### src/rtl/core/swa_pkg.sv
package swa_pkg;

   // width and reset value of the window length register
   localparam int unsigned WLEN_BITS = 5;
   localparam logic [WLEN_BITS-1:0] WINDOW_RESET = 5'd10;

   // commands from the controller to the datapath
   typedef struct packed {
      logic capture;   // latch the sample, pick append or replace and the ring slot
      logic read_old;  // read the ring entry at the chosen slot
      logic update;    // write the ring, update sum, fill and oldest slot, start divide
      logic div_step;  // one restoring divide step
      logic load_out;  // move the quotient into the result register
   } swa_cmd_type;

endpackage

### src/rtl/core/swa_ram.sv
module swa_ram
   import swa_pkg::*;
#(
   parameter int WIDTH     = 12,
   parameter int DEPTH     = 16,
   parameter int ADDR_BITS = (DEPTH > 1) ? $clog2(DEPTH) : 1
) (
   input  logic                 clock,
   input  logic                 wr_en,
   input  logic [ADDR_BITS-1:0] wr_addr,
   input  logic [WIDTH-1:0]     wr_data,
   input  logic                 rd_en,
   input  logic [ADDR_BITS-1:0] rd_addr,
   output logic [WIDTH-1:0]     rd_data
);

   logic [WIDTH-1:0] mem_ff [DEPTH];
   logic [WIDTH-1:0] rd_data_ff;

   always_ff @(posedge clock) begin
      if (wr_en) begin
         mem_ff[wr_addr] <= wr_data;
      end
      if (rd_en) begin
         rd_data_ff <= mem_ff[rd_addr];
      end
   end

   assign rd_data = rd_data_ff;

endmodule

### src/rtl/core/swa_ctrl.sv
module swa_ctrl
   import swa_pkg::*;
#(
   parameter int DIV_STEPS = 16
) (
   input  logic        clock,
   input  logic        reset,
   input  logic        req_valid,
   output logic        req_stall,
   output logic        rsp_valid,
   input  logic        rsp_stall,
   output swa_cmd_type cmd
);

   localparam int CNT_BITS = (DIV_STEPS > 1) ? $clog2(DIV_STEPS) : 1;
   localparam logic [CNT_BITS-1:0] CNT_LAST = CNT_BITS'(DIV_STEPS - 1);

   typedef enum logic [2:0] {
      ST_IDLE,
      ST_READ,
      ST_UPDATE,
      ST_DIVIDE,
      ST_FINISH
   } state_type;

   state_type           state_ff, state_in;
   logic [CNT_BITS-1:0] cnt_ff, cnt_in;
   logic                rsp_valid_ff, rsp_valid_in;
   logic                out_free;

   assign out_free  = !rsp_valid_ff || !rsp_stall;
   assign req_stall = (state_ff != ST_IDLE);
   assign rsp_valid = rsp_valid_ff;

   always_comb begin
      cmd          = '0;
      state_in     = state_ff;
      cnt_in       = cnt_ff;
      rsp_valid_in = rsp_valid_ff && rsp_stall;
      case (state_ff)
         ST_IDLE: begin
            if (req_valid) begin
               cmd.capture = 1'b1;
               state_in    = ST_READ;
            end
         end
         ST_READ: begin
            cmd.read_old = 1'b1;
            state_in     = ST_UPDATE;
         end
         ST_UPDATE: begin
            cmd.update = 1'b1;
            cnt_in     = '0;
            state_in   = ST_DIVIDE;
         end
         ST_DIVIDE: begin
            cmd.div_step = 1'b1;
            cnt_in       = cnt_ff + CNT_BITS'(1);
            if (cnt_ff == CNT_LAST) begin
               state_in = ST_FINISH;
            end
         end
         ST_FINISH: begin
            if (out_free) begin
               cmd.load_out = 1'b1;
               rsp_valid_in = 1'b1;
               state_in     = ST_IDLE;
            end
         end
         default: begin
            state_in = ST_IDLE;
         end
      endcase
   end

   always_ff @(posedge clock) begin
      if (reset) begin
         state_ff     <= ST_IDLE;
         cnt_ff       <= '0;
         rsp_valid_ff <= 1'b0;
      end else begin
         state_ff     <= state_in;
         cnt_ff       <= cnt_in;
         rsp_valid_ff <= rsp_valid_in;
      end
   end

endmodule

### src/rtl/core/swa_datapath.sv
module swa_datapath
   import swa_pkg::*;
#(
   parameter int WINDOW_MAX = 16,
   parameter int COORD_BITS = 12
) (
   input  logic                  clock,
   input  logic                  reset,
   input  swa_cmd_type           cmd,
   input  logic [COORD_BITS-1:0] req_coordinate,
   input  logic                  csr_valid,
   input  logic [WLEN_BITS-1:0]  csr_window_length,
   output logic [COORD_BITS-1:0] rsp_average
);

   localparam int SLOT_BITS = (WINDOW_MAX > 1) ? $clog2(WINDOW_MAX) : 1;
   localparam int FILL_BITS = $clog2(WINDOW_MAX + 1);
   localparam int IDX_BITS  = FILL_BITS + 1;
   localparam int SUM_BITS  = COORD_BITS + $clog2(WINDOW_MAX);
   localparam int CMP_BITS  = (FILL_BITS > WLEN_BITS) ? FILL_BITS : WLEN_BITS;
   localparam logic [IDX_BITS-1:0] WMAX_IDX = IDX_BITS'(WINDOW_MAX);
   localparam logic [CMP_BITS-1:0] WMAX_CMP = CMP_BITS'(WINDOW_MAX);

   logic [WLEN_BITS-1:0]  wlen_ff;
   logic [COORD_BITS-1:0] sample_ff;
   logic                  append_ff;
   logic [SLOT_BITS-1:0]  slot_ff;
   logic [SUM_BITS-1:0]   sum_ff;
   logic [FILL_BITS-1:0]  fill_ff;
   logic [SLOT_BITS-1:0]  oldest_ff;
   logic [FILL_BITS-1:0]  div_ff;
   logic [FILL_BITS-1:0]  rem_ff;
   logic [SUM_BITS-1:0]   quo_ff;
   logic [COORD_BITS-1:0] avg_ff;

   logic [CMP_BITS-1:0]   eff_len;
   logic [CMP_BITS-1:0]   wlen_ext;
   logic                  append_in;
   logic [IDX_BITS-1:0]   app_idx;
   logic [SLOT_BITS-1:0]  slot_in;
   logic [IDX_BITS-1:0]   next_old_idx;
   logic [SLOT_BITS-1:0]  oldest_in;
   logic [COORD_BITS-1:0] old_sample;
   logic [SUM_BITS-1:0]   sum_in;
   logic [FILL_BITS-1:0]  fill_in;
   logic [FILL_BITS:0]    rem_shift;
   logic                  rem_ge;

   // length register 0 acts as 1, values above the ring depth saturate
   assign wlen_ext = CMP_BITS'(wlen_ff);
   always_comb begin
      if (wlen_ff == '0) begin
         eff_len = CMP_BITS'(1);
      end else if (wlen_ext > WMAX_CMP) begin
         eff_len = WMAX_CMP;
      end else begin
         eff_len = wlen_ext;
      end
   end

   assign append_in = CMP_BITS'(fill_ff) < eff_len;

   // oldest + fill stays below twice the depth, so one subtract wraps it
   assign app_idx = IDX_BITS'(oldest_ff) + IDX_BITS'(fill_ff);
   always_comb begin
      if (!append_in) begin
         slot_in = oldest_ff;
      end else if (app_idx >= WMAX_IDX) begin
         slot_in = SLOT_BITS'(app_idx - WMAX_IDX);
      end else begin
         slot_in = app_idx[SLOT_BITS-1:0];
      end
   end

   assign next_old_idx = IDX_BITS'(slot_ff) + IDX_BITS'(1);
   assign oldest_in    = (next_old_idx == WMAX_IDX) ? '0 : next_old_idx[SLOT_BITS-1:0];

   swa_ram #(
      .WIDTH (COORD_BITS),
      .DEPTH (WINDOW_MAX)
   ) u_ring (
      .clock   (clock),
      .wr_en   (cmd.update),
      .wr_addr (slot_ff),
      .wr_data (sample_ff),
      .rd_en   (cmd.read_old),
      .rd_addr (slot_ff),
      .rd_data (old_sample)
   );

   always_comb begin
      if (append_ff) begin
         sum_in  = sum_ff + SUM_BITS'(sample_ff);
         fill_in = fill_ff + FILL_BITS'(1);
      end else begin
         sum_in  = sum_ff + SUM_BITS'(sample_ff) - SUM_BITS'(old_sample);
         fill_in = fill_ff;
      end
   end

   // restoring divide, one quotient bit per step
   assign rem_shift = {rem_ff, quo_ff[SUM_BITS-1]};
   assign rem_ge    = rem_shift >= {1'b0, div_ff};

   always_ff @(posedge clock) begin
      if (reset) begin
         wlen_ff   <= WINDOW_RESET;
         sum_ff    <= '0;
         fill_ff   <= '0;
         oldest_ff <= '0;
      end else begin
         if (csr_valid) begin
            wlen_ff <= csr_window_length;
         end
         if (cmd.update) begin
            sum_ff  <= sum_in;
            fill_ff <= fill_in;
            if (!append_ff) begin
               oldest_ff <= oldest_in;
            end
         end
      end
   end

   always_ff @(posedge clock) begin
      if (cmd.capture) begin
         sample_ff <= req_coordinate;
         append_ff <= append_in;
         slot_ff   <= slot_in;
      end
      if (cmd.update) begin
         quo_ff <= sum_in;
         rem_ff <= '0;
         div_ff <= fill_in;
      end else if (cmd.div_step) begin
         if (rem_ge) begin
            rem_ff <= FILL_BITS'(rem_shift - {1'b0, div_ff});
         end else begin
            rem_ff <= rem_shift[FILL_BITS-1:0];
         end
         quo_ff <= {quo_ff[SUM_BITS-2:0], rem_ge};
      end
      if (cmd.load_out) begin
         avg_ff <= quo_ff[COORD_BITS-1:0];
      end
   end

   assign rsp_average = avg_ff;

endmodule

### src/rtl/core/sliding_window_average.sv
// moving average over the most recent coordinate samples. each request transfer
// carries one sample and yields exactly one response transfer with the truncated
// mean of the held samples. until window_length samples are held, a sample is
// appended and the divisor is the current fill; after that the oldest sample is
// replaced and the divisor stays at the fill. lowering window_length below the
// fill keeps the fill. a running sum is kept, so each item costs one ring read and
// one ring write. a new request is only accepted while the block is idle, so each
// item runs to its hand-off first: accept, ring read, update, then the restoring
// divider by the fill count, which takes one quotient bit per cycle, and result
// hand-off. the next request is taken while a finished result still waits in the
// output register. write window_length through the csr channel only while the
// block is idle; csr_ready is always high. no clearing pass after reset.
module sliding_window_average
   import swa_pkg::*;
#(
   parameter int WINDOW_MAX = 16,
   parameter int COORD_BITS = 12
) (
   input  logic                  clock,
   input  logic                  reset,
   // request channel
   input  logic                  req_valid,
   output logic                  req_stall,
   input  logic [COORD_BITS-1:0] req_coordinate,
   // response channel
   output logic                  rsp_valid,
   input  logic                  rsp_stall,
   output logic [COORD_BITS-1:0] rsp_average,
   // window length register write
   input  logic                  csr_valid,
   output logic                  csr_ready,
   input  logic [WLEN_BITS-1:0]  csr_window_length
);

   // the divider runs once per bit of the running sum
   localparam int SUM_BITS = COORD_BITS + $clog2(WINDOW_MAX);

   swa_cmd_type cmd;

   // register writes are never held off
   assign csr_ready = 1'b1;

   // sequencer: accept, ring read, update, divide, hand off
   swa_ctrl #(
      .DIV_STEPS (SUM_BITS)
   ) u_ctrl (
      .clock     (clock),
      .reset     (reset),
      .req_valid (req_valid),
      .req_stall (req_stall),
      .rsp_valid (rsp_valid),
      .rsp_stall (rsp_stall),
      .cmd       (cmd)
   );

   // sample ring, running sum, fill tracking, divider and result register
   swa_datapath #(
      .WINDOW_MAX (WINDOW_MAX),
      .COORD_BITS (COORD_BITS)
   ) u_datapath (
      .clock             (clock),
      .reset             (reset),
      .cmd               (cmd),
      .req_coordinate    (req_coordinate),
      .csr_valid         (csr_valid),
      .csr_window_length (csr_window_length),
      .rsp_average       (rsp_average)
   );

endmodule
### config.mk
export PLATFORM = sky130hd
export DESIGN_NAME = sliding_window_average
export DESIGN_NICKNAME = d
export VERILOG_FILES = /design/src/rtl/core/swa_pkg.sv /design/src/rtl/core/swa_ram.sv /design/src/rtl/core/swa_ctrl.sv /design/src/rtl/core/swa_datapath.sv /design/src/rtl/core/sliding_window_average.sv
export SDC_FILE = /design/constraint.sdc
export NUM_CORES = 1
export LEC_CHECK = 0
export BUFFER_PORTS_ARGS = -buffer_cell sky130_fd_sc_hd__buf_2
export CAP_MARGIN = 10
export CORE_ASPECT_RATIO = 2
export CORE_MARGIN = 2
export CORE_UTILIZATION = 60
export DETAILED_ROUTE_END_ITERATION = 8
export GPL_TIMING_DRIVEN = 0
export PLACE_DENSITY = 0.85
export SYNTH_ARGS = -nofsm -noshare
export SYNTH_HDL_FRONTEND = slang
export SYNTH_SLANG_ARGS = --single-unit
### constraint.sdc
create_clock -name clock -period 7.2 [get_ports clock]
set_input_delay 1.44 -clock clock [delete_from_list [all_inputs] [get_ports clock]]
set_output_delay 1.44 -clock clock [all_outputs]
set_load 0.05 [all_outputs]
# Yosys cells after proc, flatten, opt, wreduce, memory -nomap -nowiden
# Memories as Yosys holds them, arrays and structs flattened. A register that Yosys moved wholly into a read port is not among the register bits.
# Cells that the tools add are included.
# word_totals
mem_bits_rw	192
input_bits	22
elab_cells	74
memories	1
ff_bits	93
out_inout_bits	15
# op_classes
mux	26
n_bitwise	1
eq_ne	9
add_sub_neg	8
order_cmp	4
reduce_logical	11
# mem_list
memory	depth	word_bits	rd	rd_ports_with_merged_regs	wr	line	text
u_datapath.u_ring.mem_ff	16	12	1	1	1	swa_ram.sv:17	logic [WIDTH-1:0] mem_ff [DEPTH];
# op_table
cell	count
2-to-1 mux 16 bit	3
2-to-1 mux 5 bit	4
adder 16 x 12 -> 16 bit	1
subtractor 16 x 12 -> 16 bit	1
one-hot mux 3 bit (5 select lines)	1
2-to-1 mux 4 bit	3
2-to-1 mux 1 bit	11
2-to-1 mux 3 bit	3
one-hot mux 4 bit (2 select lines)	1
adder 4 x 5 -> 6 bit	1
equality test 3 x 2 -> 1 bit (second input constant)	2
equality test 6 x 5 -> 1 bit (second input constant)	1
greater-or-equal comparator 6 x 5 -> 1 bit	1
greater-or-equal comparator 6 x 5 -> 1 bit (second input constant)	1
adder 4 x 1 -> 5 bit (second input constant)	1
adder 5 x 1 -> 5 bit (second input constant)	1
greater-than comparator 5 bit (second input constant)	1
logical NOT 5 bit	1
less-than comparator 5 bit	1
subtractor 5 bit	1
adder 4 x 1 -> 4 bit (second input constant)	1
equality test 4 bit (second input constant)	1
!= test 2 x 1 -> 1 bit (second input constant)	2
nonzero test 2 bit	2
12 further kinds	13

# Longest topological paths before layout
# Gate-level depths: netlist of the first run.
# logic_depth
depth_word	5
ltp_mapped	17
depth_no_buf	17

# By module
# Synthesis of the first run repeated with hierarchy kept, for this count alone.
# hier_totals
cells_unflattened	867
area_unflattened_um2	13032.5
# modules_own_cells
mod	cells_each	seq_area_each_um2	n_inst	area_per_inst_um2
swa_ram	329	6125.9	1	7719.9
swa_datapath	487	2202.1	1	4897.2
swa_ctrl	49	160.2	1	404.1
sliding_window_average	2	0.0	1	11.3

# Least setup slack after synthesis of the first run
# No wires, ideal clock.
# synth_path
path_type	flip-flop to flip-flop
start	register u_datapath.sample_ff[0]
end	register u_datapath.sum_ff[15]
synth_period_minus_slack_ns	4.172
path_slack_ns	3.028
required_time_ns	7.138
path_buffers	0
stages_incl_launch_ff	18
setup_ns	0.062
arrival_ns	4.110
path_cell_list	edfxtp_1 > ha_1 > fa_1 > a211oi_1 > o21bai_1 > a21oi_1 > o21bai_1 > a21oi_1 > xnor2_1 > ha_1 > a21o_1 > a21o_1 > a21o_1 > a31oi_1 > o221ai_1 > nand3b_2 > or4b_1 > nand3_1
# synth_via
elab_chain_len	3
# synth_rtl
element	line	text
start: declaration	swa_datapath.sv:25	logic [COORD_BITS-1:0] sample_ff;
start signal: assignment	swa_datapath.sv:127	sample_ff <= req_coordinate;
adder 16 x 12 -> 16 bit *	swa_datapath.sv:93, swa_datapath.sv:96	
subtractor 16 x 12 -> 16 bit	swa_datapath.sv:96	sum_in = sum_ff + SUM_BITS'(sample_ff) - SUM_BITS'(old_sample);
2-to-1 mux 16 bit *	swa_datapath.sv:92	if (append_ff) begin
end signal: assignment	swa_datapath.sv:116	sum_ff <= sum_in;
end: declaration	swa_datapath.sv:28	logic [SUM_BITS-1:0] sum_ff;
# Mark *: on every way between the ends. The rest lies on a longest branch, timed or not.
# A chain may end at the register's enable or synchronous reset.

# Final worst setup path of the first run
# Ends and elaborated chain as after synthesis.

==> flow_metrics.py, run 1 <==
metrics = {
    "placement": {
        "place_ws_ns": 2.31,
        "place.gp.congestion": 0.888,
        "port_buffers": 34,
        "hpwl_um": 19900,
    },
    "critical_path": {
        "r2r_cells": 17,
        "required_ns": 7.67,
        "cp_max_fo": 17,
        "start_kind": "flip-flop",
        "r2r-start": "u_datapath.sample_ff[0]$_DFFE_PP_",
        "r2r_end": "u_datapath.sum_ff[15]$_SDFFE_PP0P_",
        "crit_type": "reg2reg",
        "startpoint": "u_datapath.sample_ff[0]$_DFFE_PP_",
        "reg2reg_slack_ns": 2.13,
        "endpoint_kind": "flip-flop",
        "arrival_ns": 5.53,
        "endpoint": "u_datapath.sum_ff[15]$_SDFFE_PP0P_",
    },
    "floorplan": {
        "die_area_sq_um": 22800,
        "rows": 76,
        "initial_core_util_pct": 60.7,
        "ios": 37,
        "die_x_um": 108,
        "die_y_um": 212,
        "core_sq_um": 21300,
    },
    "logic_synthesis": {
        "yosysSeqAreaShare_pct": 65.7,
        "synth_edf_count": 254,
        "syn-num-nets": 914,
        "syn_area_sq_um": 12900,
        "syn_inst": 846,
        "synth_top_area_share_pct": 59.0,
        "syn_avg_cell_area_sq_um": 15.3,
        "yosysUniqueCellTypes": 62,
        "synthTopCellsByArea": "edfxtp_1 (59%), mux4_2 (10%), dfxtp_1 (6.7%)",
        "synth.ff_latch_count": 297,
        "synthArstFlopShare_pct": 0,
        "yosysWarnings": 0,
        "synth_ff_type": "edfxtp_1",
        "yosysTopAreaCell": "edfxtp_1",
    },
    "timing": {
        "fin_crit_ns": 5.07,
        "clock_skew_ns": 0.0212,
        "tightest_slew_ns": 1.20,
        "setup_ws_ns": 2.13,
        "fmax_mhz": 197,
        "period_share_pct": 70.4,
        "setup-tns-final_ns": 0,
        "setup_viol": 0,
        "relSlewSlack_pct": 19.8,
        "rsz0062_at_grt": "false",
        "final_hold_viol_count": 0,
        "finalMaxSlewViolations": 0,
    },
    "clock_tree": {
        "postCtsSetupRepairBufs": 0,
        "cts_made_buffers": 25,
        "cts_tree": "done",
        "cts.sinks": 297,
        "hold_buffers": 0,
        "post_cts_resized": 0,
        "clkSlewWorstSetupHoldPaths_ns": 0.07,
        "clk_latency_ns": 0.53,
        "cts-root-buf": "clkbuf_16",
        "clock_path_buffers": 3,
        "cts-htree-levels": 1,
    },
    "min_path": {
        "min_path_type": "reg2reg",
    },
    "global_routing": {
        "overflow": 0,
        "antenna_found_initial": 1,
        "grt_pass1_vias": 7788,
        "grt_usage_pct": 27.1,
        "grt_max_degree": 21,
        "grt_pass1_wl_um": 45300,
    },
    "final_layout": {
        "diodes": 0,
        "nets": 976,
        "ff_latch_area_sq_um": 8490,
        "multiInputGateArea_sq_um": 4170,
        "drive_above_1_share_pct": 16.3,
        "syn_to_final_growth_pct": 10.8,
        "final_cell_mix": "edfxtp_1 (254), nor2_1 (64), mux4_2 (60), nand2_1 (48), dfxtp_1 (43)",
        "fillers": 1424,
        "layout_commonest_cell": "edfxtp_1",
    },
    "detailed_routing": {
        "wirelength_um": 30200,
        "ant_nets": 0,
        "first_pass_iters": 7,
        "avgViaCountPerCell": 6.43,
        "drc": 0,
        "routedWlPerCell_um": 25.2,
        "drt-initial-drc-count": 737,
        "vias": 7709,
    },
    "pwr": {
        "leakage_nw": 5.04,
        "power_density_nw_per_um2": 291,
        "vdd_drop_max_mv": 0.269,
    },
    "job": {
        "drv_cap": 0,
    },
    "status": {
        "status": "finished clean",
    },
}
==> cell type report <==
cell class	count	area share, %
well taps	273	2.39
inverters	39	1.02
clock inverters	15	1.46
multi-input cells	477	29.1
flip-flops and latches	297	59.3
plain buffers	33	0.891
clock buffers	30	4.57
repair buffers	35	1.27
==> flip-flops by register name, summed over array words and instances (netlist names), 4 cells and up <==
register                   count
u_datapath.sum_ff             16
u_datapath.u_ring.rd_data     12
u_ctrl.cnt_ff                  4
u_datapath.slot_ff             4
u_datapath.rsp_average        12
u_datapath.sample_ff          12
u_datapath.fill_ff             5
u_datapath.oldest_ff           4
u_datapath.rem_ff              5
u_datapath.u_ring.mem_ff     192
u_datapath.quo_ff             16
u_datapath.div_ff              5
u_datapath.wlen_ext            5
==> through the flow <==
step	utilization [%]	area (sq um)	power (W)	cells	hold WS [ns]
after floorplan	-	12900	0.00255	846	0.426
after global placement	63.1	13400	0.00271	1153	0.432
after detailed placement	63.2	13500	0.00275	1154	0.446
after CTS	67.2	14300	0.00416	1199	0.463
after global routing	67.2	14300	0.00430	1199	0.477
final	67.2	14300	0.00416	1199	0.456
==> routing by layer <==
metal	GRT usage, %	share of wire [%]	vias up
met1	32.7	35	3834
li1	-	-	3365
met2	47.3	53	401
met3	4.46	7.2	109
met5	0	0	-
met4	12.3	5.4	0
==> synth_stat cells, types with 4 or more instances <==
cell type and number:
a211o_1 4, a211oi_1 15, a21o_1 15, a21oi_1 37
a31oi_1 4, and2_1 18, and3_1 4, buf_1 9
clkbuf_1 23, dfxtp_1 43, edfxtp_1 254, fa_1 4
ha_1 42, inv_1 37, mux2i_1 6, mux4_2 60
nand2_1 48, nand2b_1 4, nand3_1 7, nor2_1 65
nor2b_1 4, nor3_1 15, o211ai_1 5, o21ai_0 33
or3_1 6, xnor2_1 17, xor2_1 19
==> power by group <==
group | internal [W] | switching, W | total [W]
clock | 0.000830 | 0.000595 | 0.00142
sequential | 0.00196 | 0.0000753 | 0.00204
combinational | 0.000286 | 0.000415 | 0.000701
total | 0.00308 | 0.00109 | 0.00416
==> cell families (layout without fill, tap and decap cells) <==
logic type               count (synthesis)  in the layout  synth area share [%]
flip-flops                             297            297                  65.7
adder cells (fa/ha/maj)                 46             46                  4.68
XOR/XNOR                                38             38                  2.69
AND/OR/NAND/NOR                        186            186                  6.79
multiplexers                            68             68                  11.1
AO/OA/AOI/OAI                          138            138                  6.92
buffers and inverters                   72            152                  2.12
other                                    1              1                0.0290
==> worst min-delay path by stage <==
stage                                    start  cells past startpoint  slack, ns                              endpoint
6_report        u_datapath.quo_ff[5]$_DFFE_PP_                      0       0.46   u_datapath.rsp_average[5]$_DFFE_PP_
3_5_place_dp   u_datapath.quo_ff[11]$_DFFE_PP_                      0       0.45  u_datapath.rsp_average[11]$_DFFE_PP_
4_1_cts         u_datapath.quo_ff[2]$_DFFE_PP_                      0       0.46   u_datapath.rsp_average[2]$_DFFE_PP_
2_1_floorplan  u_datapath.quo_ff[11]$_DFFE_PP_                      0       0.43  u_datapath.rsp_average[11]$_DFFE_PP_
5_1_grt         u_datapath.quo_ff[3]$_DFFE_PP_                      0       0.48   u_datapath.rsp_average[3]$_DFFE_PP_
3_3_place_gp    u_datapath.quo_ff[0]$_DFFE_PP_                      0       0.43   u_datapath.rsp_average[0]$_DFFE_PP_
==> critical path, cell delays in order, from the launching register on <==
cell,delay [ns]
edfxtp_1,0.73
ha_1,0.39
fa_1,0.44
a211oi_1,0.28
o21bai_1,0.12
a21oi_1,0.24
o21bai_1,0.09
a21oi_1,0.17
xnor2_1,0.18
ha_1,0.34
a21o_1,0.22
a21o_1,0.21
a21o_1,0.18
a31oi_1,0.28
o221ai_1,0.24
nand3b_2,0.29
or4b_1,0.49
nand3_1,0.10
No activity file was read; power rests on OpenSTA's default activity.
==> run 2: changes to the inputs <==
Settings changed: CORE_UTILIZATION 60 to 56, PLACE_DENSITY 0.85 to 0.84.
Clock period 7.2 ns to 4.6 ns, I/O delays scaled along.
==> run 2 against run 1 <==
Compared with the run above:
- flip-flop and latch count stayed put
- utilization decreased by 3.7 points
- total power increased by 54%
- combinational power is 58% higher
- via count is 3.5% lower
- clock power up 50%
- sequential share of layout area down 0.28 points
- fmax is 15% higher
- critical path depth did not move
- routed wire length shrank 8.9%
- die area increased by 6.9%
- critical path type unchanged
- clock skew grew 0.0059 ns
==> flow_metrics.py, run 2 (synthesis gave the netlist of run 1 again) <==
metrics = {
    "status": {
        "status": "finished clean",
    },
    "critical_path": {
        "max_stage_delay_ns": 0.52,
        "endpoint_kind": "flip-flop",
        "path_cells": "ha_2 -> fa_2 -> a211oi_2 -> o21bai_1 -> a21oi_2 -> o21bai_1 -> a21oi_1 -> xnor2_1 -> ha_1 -> a21o_1 -> a21o_1 -> a21o_1 -> a31oi_2 -> o221ai_2 -> nand3b_2 -> or4b_1 -> nand3_1",
        "cpMaxStageDelayCell": "edfxtp_1",
        "critPathMostFrequentCell": "a21o_1",
        "cp_max_fo": 5,
        "crit_type": "reg2reg",
        "required_ns": 5.07,
        "arrival_ns": 4.86,
        "start_kind": "flip-flop",
    },
    "job": {
        "drv_cap": 0,
    },
    "final_layout": {
        "fin_area_sq_um": 14400,
        "largestRegisters": "u_datapath.u_ring.mem_ff x192, u_datapath.quo_ff x16, u_datapath.sum_ff x16",
        "diodes": 0,
        "nets": 984,
        "layout_commonest_cell": "edfxtp_1",
        "drive_above_1_share_pct": 17.5,
        "stdcell_count": 1214,
        "syn_to_final_growth_pct": 11.3,
        "top_register": "u_datapath.u_ring.mem_ff",
        "final_cell_mix": "edfxtp_1 (254), nor2_1 (64), mux4_2 (60), nand2_1 (48), dfxtp_1 (43)",
        "largest_register_ffs": 192,
    },
    "detailed_routing": {
        "drt-initial-drc-count": 595,
        "ant_nets": 0,
        "avgViaCountPerCell": 6.13,
        "wirelength_um": 27500,
        "first_pass_iters": 5,
        "routedWlPerCell_um": 22.6,
        "vias": 7437,
        "drc": 0,
    },
    "clock_tree": {
        "clock_path_buffers": 3,
        "cts-root-buf": "clkbuf_16",
        "cts.sinks": 297,
        "cts_made_buffers": 24,
        "hold_buffers": 0,
        "cts_tree": "done",
        "clk_latency_ns": 0.54,
        "clkSlewWorstSetupHoldPaths_ns": 0.08,
        "cts-htree-levels": 1,
    },
    "pwr": {
        "switching_share_pct": 26.1,
        "pwr-share-comb_pct": 17.4,
        "vdd_drop_max_mv": 0.433,
        "p_seq_share_pct": 49.3,
        "switching_power_w": 0.00167,
        "p_clk_share_pct": 33.3,
        "fin_total_pwr_w": 0.00640,
        "p_int_w": 0.00473,
        "leakage_nw": 5.05,
        "power_density_nw_per_um2": 445,
    },
    "floorplan": {
        "die_y_um": 219,
        "die_area_sq_um": 24400,
        "die_x_um": 111,
        "core_sq_um": 22600,
        "initial_core_util_pct": 57.1,
        "ios": 37,
        "rows": 78,
    },
    "placement": {
        "place_ws_ns": -0.214,
        "post-place-cells": 1162,
        "placed_area_sq_um": 13500,
        "port_buffers": 34,
        "place.gp.congestion": 0.935,
        "hpwl_um": 19400,
    },
    "global_routing": {
        "overflow": 0,
        "grt_max_degree": 21,
        "grt_usage_pct": 22.9,
        "grt_pass1_wl_um": 42500,
        "grt_pass1_vias": 7739,
        "antenna_found_initial": 0,
    },
    "timing": {
        "fin_crit_ns": 4.39,
        "clock_skew_ns": 0.0271,
        "setup_viol": 0,
        "finalMaxSlewViolations": 0,
        "fmax_mhz": 228,
        "setup_ws_ns": 0.209,
        "final_hold_viol_count": 0,
        "relSlewSlack_pct": 33.1,
        "tightest_slew_ns": 1.00,
        "period_share_pct": 95.5,
        "rsz0062_at_grt": "false",
    },
    "min_path": {
        "min_path_type": "reg2reg",
    },
}
## run 2: cell count changes in the layout (fill, tap and decap cells not counted), sizes merged
cell	previous run	this run
clkbuf	53	55
clkinvlp	1	2
buf	45	54
inv	39	40
bufinv	5	3
clkinv	9	6
## run 2: worst paths after layout
kind | endpoint | slack [ns] | cells past startpoint | from
max reg2reg | u_datapath.sum_ff[15]$_SDFFE_PP0P_ | 0.21 | 17 | u_datapath.sample_ff[0]$_DFFE_PP_
min reg2reg | u_datapath.rsp_average[9]$_DFFE_PP_ | 0.45 | 0 | u_datapath.quo_ff[9]$_DFFE_PP_
min | u_datapath.rsp_average[9]$_DFFE_PP_ | 0.45 | 0 | u_datapath.quo_ff[9]$_DFFE_PP_
max | u_datapath.sum_ff[15]$_SDFFE_PP0P_ | 0.21 | 17 | u_datapath.sample_ff[0]$_DFFE_PP_
## run 2: metal layers
metal  track usage, %  part of all wire (%)
met1             22.4                    33
met2             45.4                    57
met3             2.49                   4.1
met4             13.5                   6.4
met5                0                     0
## run 2: final cells by class
class | instances | area [sq um]
Buffer | 33 | 128
Clock buffer | 32 | 672
Clock inverter | 12 | 149
Fill cell | 1626 | 8250
Inverter | 39 | 146
Multi-Input combinational cell | 477 | 4200
Sequential cell | 297 | 8490
Tap cell | 280 | 350
Timing Repair Buffer | 44 | 256
## run 2: repair_timing
action                                 in CTS  in global routing
gates resized for setup                     2                  4
setup buffers                               2                  5
setup endpoints to repair                   2                  7
endpoints found under the hold margin       0                  0
pin swaps                                   0                  1
## run 2: per-stage QoR
step	util (%)	hold WS, ns	TNS (ns)
after global routing	63.5	0.459	0
after CTS	63.3	0.456	0
after floorplan	-	0.426	0
final	63.5	0.453	0
after detailed placement	59.5	0.438	-0.375
after global placement	59.4	0.436	-0.330
## run 2: power by group through the flow
stage | Combinational [W] | Clock (W) | Sequential [W]
final | 0.00111 | 0.00213 | 0.00315
after global routing | 0.00122 | 0.00226 | 0.00317
after CTS | 0.00109 | 0.00216 | 0.00316
after detailed placement | 0.00107 | 0 | 0.00322
after global placement | 0.00102 | 0 | 0.00321
after floorplan | 0.000805 | 0 | 0.00318
## run 2: critical path: cells and delay by family (launching register included)
| kind | cells | cell delay [ns] |
|---|---|---|
| compound gates | 10 | 1.82 |
| xor+xnor | 1 | 0.20 |
| fa+ha+maj | 3 | 0.98 |
| flops | 1 | 0.52 |
| simple gates | 3 | 0.82 |
==> run 3: changes to the inputs <==
Settings changed: BUFFER_PORTS_ARGS -buffer_cell sky130_fd_sc_hd__buf_2 to -buffer_cell sky130_fd_sc_hd__buf_4, CORE_MARGIN 2 to 1.
==> run 3 against run 2 <==
Compared with the run above:
- die area decreased by 2.7%
- critical endpoint unchanged
- critical path depth is the same
- via count decreased by 0.13%
- critical path type unchanged
- flip-flop and latch count did not move
- clock-buffer cell count is 2 higher
==> flow_metrics.py, run 3 (synthesis gave the netlist of run 1 again) <==
metrics = {
    "status": {
        "status": "finished clean",
    },
    "detailed_routing": {
        "avgViaCountPerCell": 6.12,
        "routedWlPerCell_um": 22.4,
        "drc": 0,
        "first_pass_iters": 5,
        "vias": 7427,
        "ant_nets": 0,
        "drt-initial-drc-count": 504,
        "wirelength_um": 27200,
    },
    "critical_path": {
        "r2r_end": "u_datapath.sum_ff[15]$_SDFFE_PP0P_",
        "reg2reg_slack_ns": 0.26,
        "cp_max_fo": 5,
        "startpoint": "u_datapath.sample_ff[0]$_DFFE_PP_",
        "arrival_ns": 4.82,
        "endpoint_kind": "flip-flop",
        "start_kind": "flip-flop",
        "r2r_cells": 17,
        "required_ns": 5.08,
        "crit_type": "reg2reg",
        "endpoint": "u_datapath.sum_ff[15]$_SDFFE_PP0P_",
        "r2r-start": "u_datapath.sample_ff[0]$_DFFE_PP_",
    },
    "pwr": {
        "power_density_nw_per_um2": 435,
        "p_int_w": 0.00460,
        "pwr-share-comb_pct": 17.9,
        "switching_share_pct": 26.6,
        "switching_power_w": 0.00167,
        "vdd_drop_max_mv": 0.417,
        "leakage_nw": 5.06,
        "p_clk_share_pct": 31.8,
        "fin_total_pwr_w": 0.00626,
        "p_seq_share_pct": 50.3,
    },
    "final_layout": {
        "largest_register_ffs": 192,
        "final_util_pct": 63.7,
        "drive_above_1_share_pct": 17.1,
        "syn_to_final_growth_pct": 11.5,
        "ff_latch_area_sq_um": 8490,
        "diodes": 0,
        "fillers": 1601,
        "nets": 985,
        "stdcell_count": 1214,
        "largestRegisters": "u_datapath.u_ring.mem_ff x192, u_datapath.quo_ff x16, u_datapath.sum_ff x16",
        "final_cell_mix": "edfxtp_1 (254), nor2_1 (64), mux4_2 (60), nand2_1 (48), dfxtp_1 (43)",
        "layout_commonest_cell": "edfxtp_1",
        "top_register": "u_datapath.u_ring.mem_ff",
        "multiInputGateArea_sq_um": 4200,
    },
    "floorplan": {
        "die_area_sq_um": 23700,
        "rows": 78,
        "die_y_um": 217,
        "initial_core_util_pct": 57.1,
        "die_x_um": 109,
        "ios": 37,
        "core_sq_um": 22600,
    },
    "timing": {
        "final_hold_viol_count": 0,
        "holdWs_ns": 0.453,
        "clock_skew_ns": 0.0191,
        "period_share_pct": 94.3,
        "setup_ws_ns": 0.263,
        "rsz0062_at_grt": "false",
        "finalMaxSlewViolations": 0,
        "fmax_mhz": 231,
        "relSlewSlack_pct": 24.8,
        "tightest_slew_ns": 1.13,
        "fin_crit_ns": 4.34,
        "setup_viol": 0,
    },
    "placement": {
        "place_ws_ns": -0.300,
        "post-place-cells": 1162,
        "hpwl_um": 19300,
        "place.gp.congestion": 0.874,
        "port_buffers": 34,
    },
    "clock_tree": {
        "cts_tree": "done",
        "cts-htree-levels": 1,
        "clk_latency_ns": 0.53,
        "cts-root-buf": "clkbuf_16",
        "cts_made_buffers": 25,
        "hold_buffers": 0,
        "clock_path_buffers": 3,
        "cts.sinks": 297,
        "clkSlewWorstSetupHoldPaths_ns": 0.07,
    },
    "min_path": {
        "min_path_type": "reg2reg",
    },
    "job": {
        "drv_cap": 0,
    },
    "global_routing": {
        "grt_pass1_wl_um": 41800,
        "overflow": 0,
        "grt_pass1_vias": 7705,
        "grt_usage_pct": 24.2,
        "grt_max_degree": 21,
        "antenna_found_initial": 0,
    },
}
-- run 3: final cells by class --
type / count / share of cell area (%)
plain buffers: 33 / 0.885
clock buffers: 34 / 4.85
clock inverters: 10 / 0.339
inverters: 39 / 1.02
multi-input cells: 477 / 29.1
flip-flops and latches: 297 / 58.9
well taps: 280 / 2.43
repair buffers: 44 / 2.46
-- run 3: metal layers --
layer  vias up  share of wire (%)  routed length [um]  GRT usage [%]
met1      3665                 33                9040           24.4
met2       280                 56               15300           45.4
li1       3367                  -                   -              -
met3       115                4.1                1110           2.88
met5         -                  0                   0              0
met4         0                6.4                1740           15.3
-- run 3: what timing repair did --
| action | in CTS | in global routing |
|---|---|---|
| pin swaps | 0 | 1 |
| buffers inserted | 2 | 6 |
| setup endpoints to repair | 4 | 4 |
| gates resized for setup | 2 | 4 |
-- run 3: how the worst min path moves through the flow --
stage,start,end,slack [ns],cells past startpoint
floorplan,u_datapath.quo_ff[11]$_DFFE_PP_,u_datapath.rsp_average[11]$_DFFE_PP_,0.43,0
global placement,u_datapath.quo_ff[2]$_DFFE_PP_,u_datapath.rsp_average[2]$_DFFE_PP_,0.44,0
detailed placement,u_datapath.quo_ff[5]$_DFFE_PP_,u_datapath.rsp_average[5]$_DFFE_PP_,0.44,0
CTS,u_datapath.quo_ff[5]$_DFFE_PP_,u_datapath.rsp_average[5]$_DFFE_PP_,0.45,0
global route,u_datapath.quo_ff[5]$_DFFE_PP_,u_datapath.rsp_average[5]$_DFFE_PP_,0.46,0
finish,u_datapath.quo_ff[5]$_DFFE_PP_,u_datapath.rsp_average[5]$_DFFE_PP_,0.45,0
-- run 3: power groups by stage --
stage	clock network, W	registers, W	logic (W)
after floorplan	0	0.00318	0.000805
after global placement	0	0.00321	0.00104
after detailed placement	0	0.00322	0.00107
after CTS	0.00201	0.00316	0.00110
after global routing	0.00211	0.00316	0.00122
final	0.00199	0.00315	0.00112
-- run 3: worst max-delay path, stage by stage (launching register included) --
cell and delay (ns):
edfxtp_1 0.48, ha_2 0.25, fa_2 0.39, a211oi_2 0.24, o21bai_1 0.13, a21oi_2 0.19, o21bai_1 0.10, a21oi_1 0.20
xnor2_1 0.18, ha_1 0.33, a21o_1 0.21, a21o_1 0.20, a21o_1 0.19, a31oi_2 0.21, o221ai_2 0.16, nand3b_2 0.26
or4b_1 0.48, nand3_1 0.09
-- run 3: metrics by stage --
stage	area [sq um]	setup TNS [ns]
finish	14400	0
detailed placement	13600	-0.535
CTS	14300	0
floorplan	12900	0
global route	14400	0
global placement	13500	-0.370
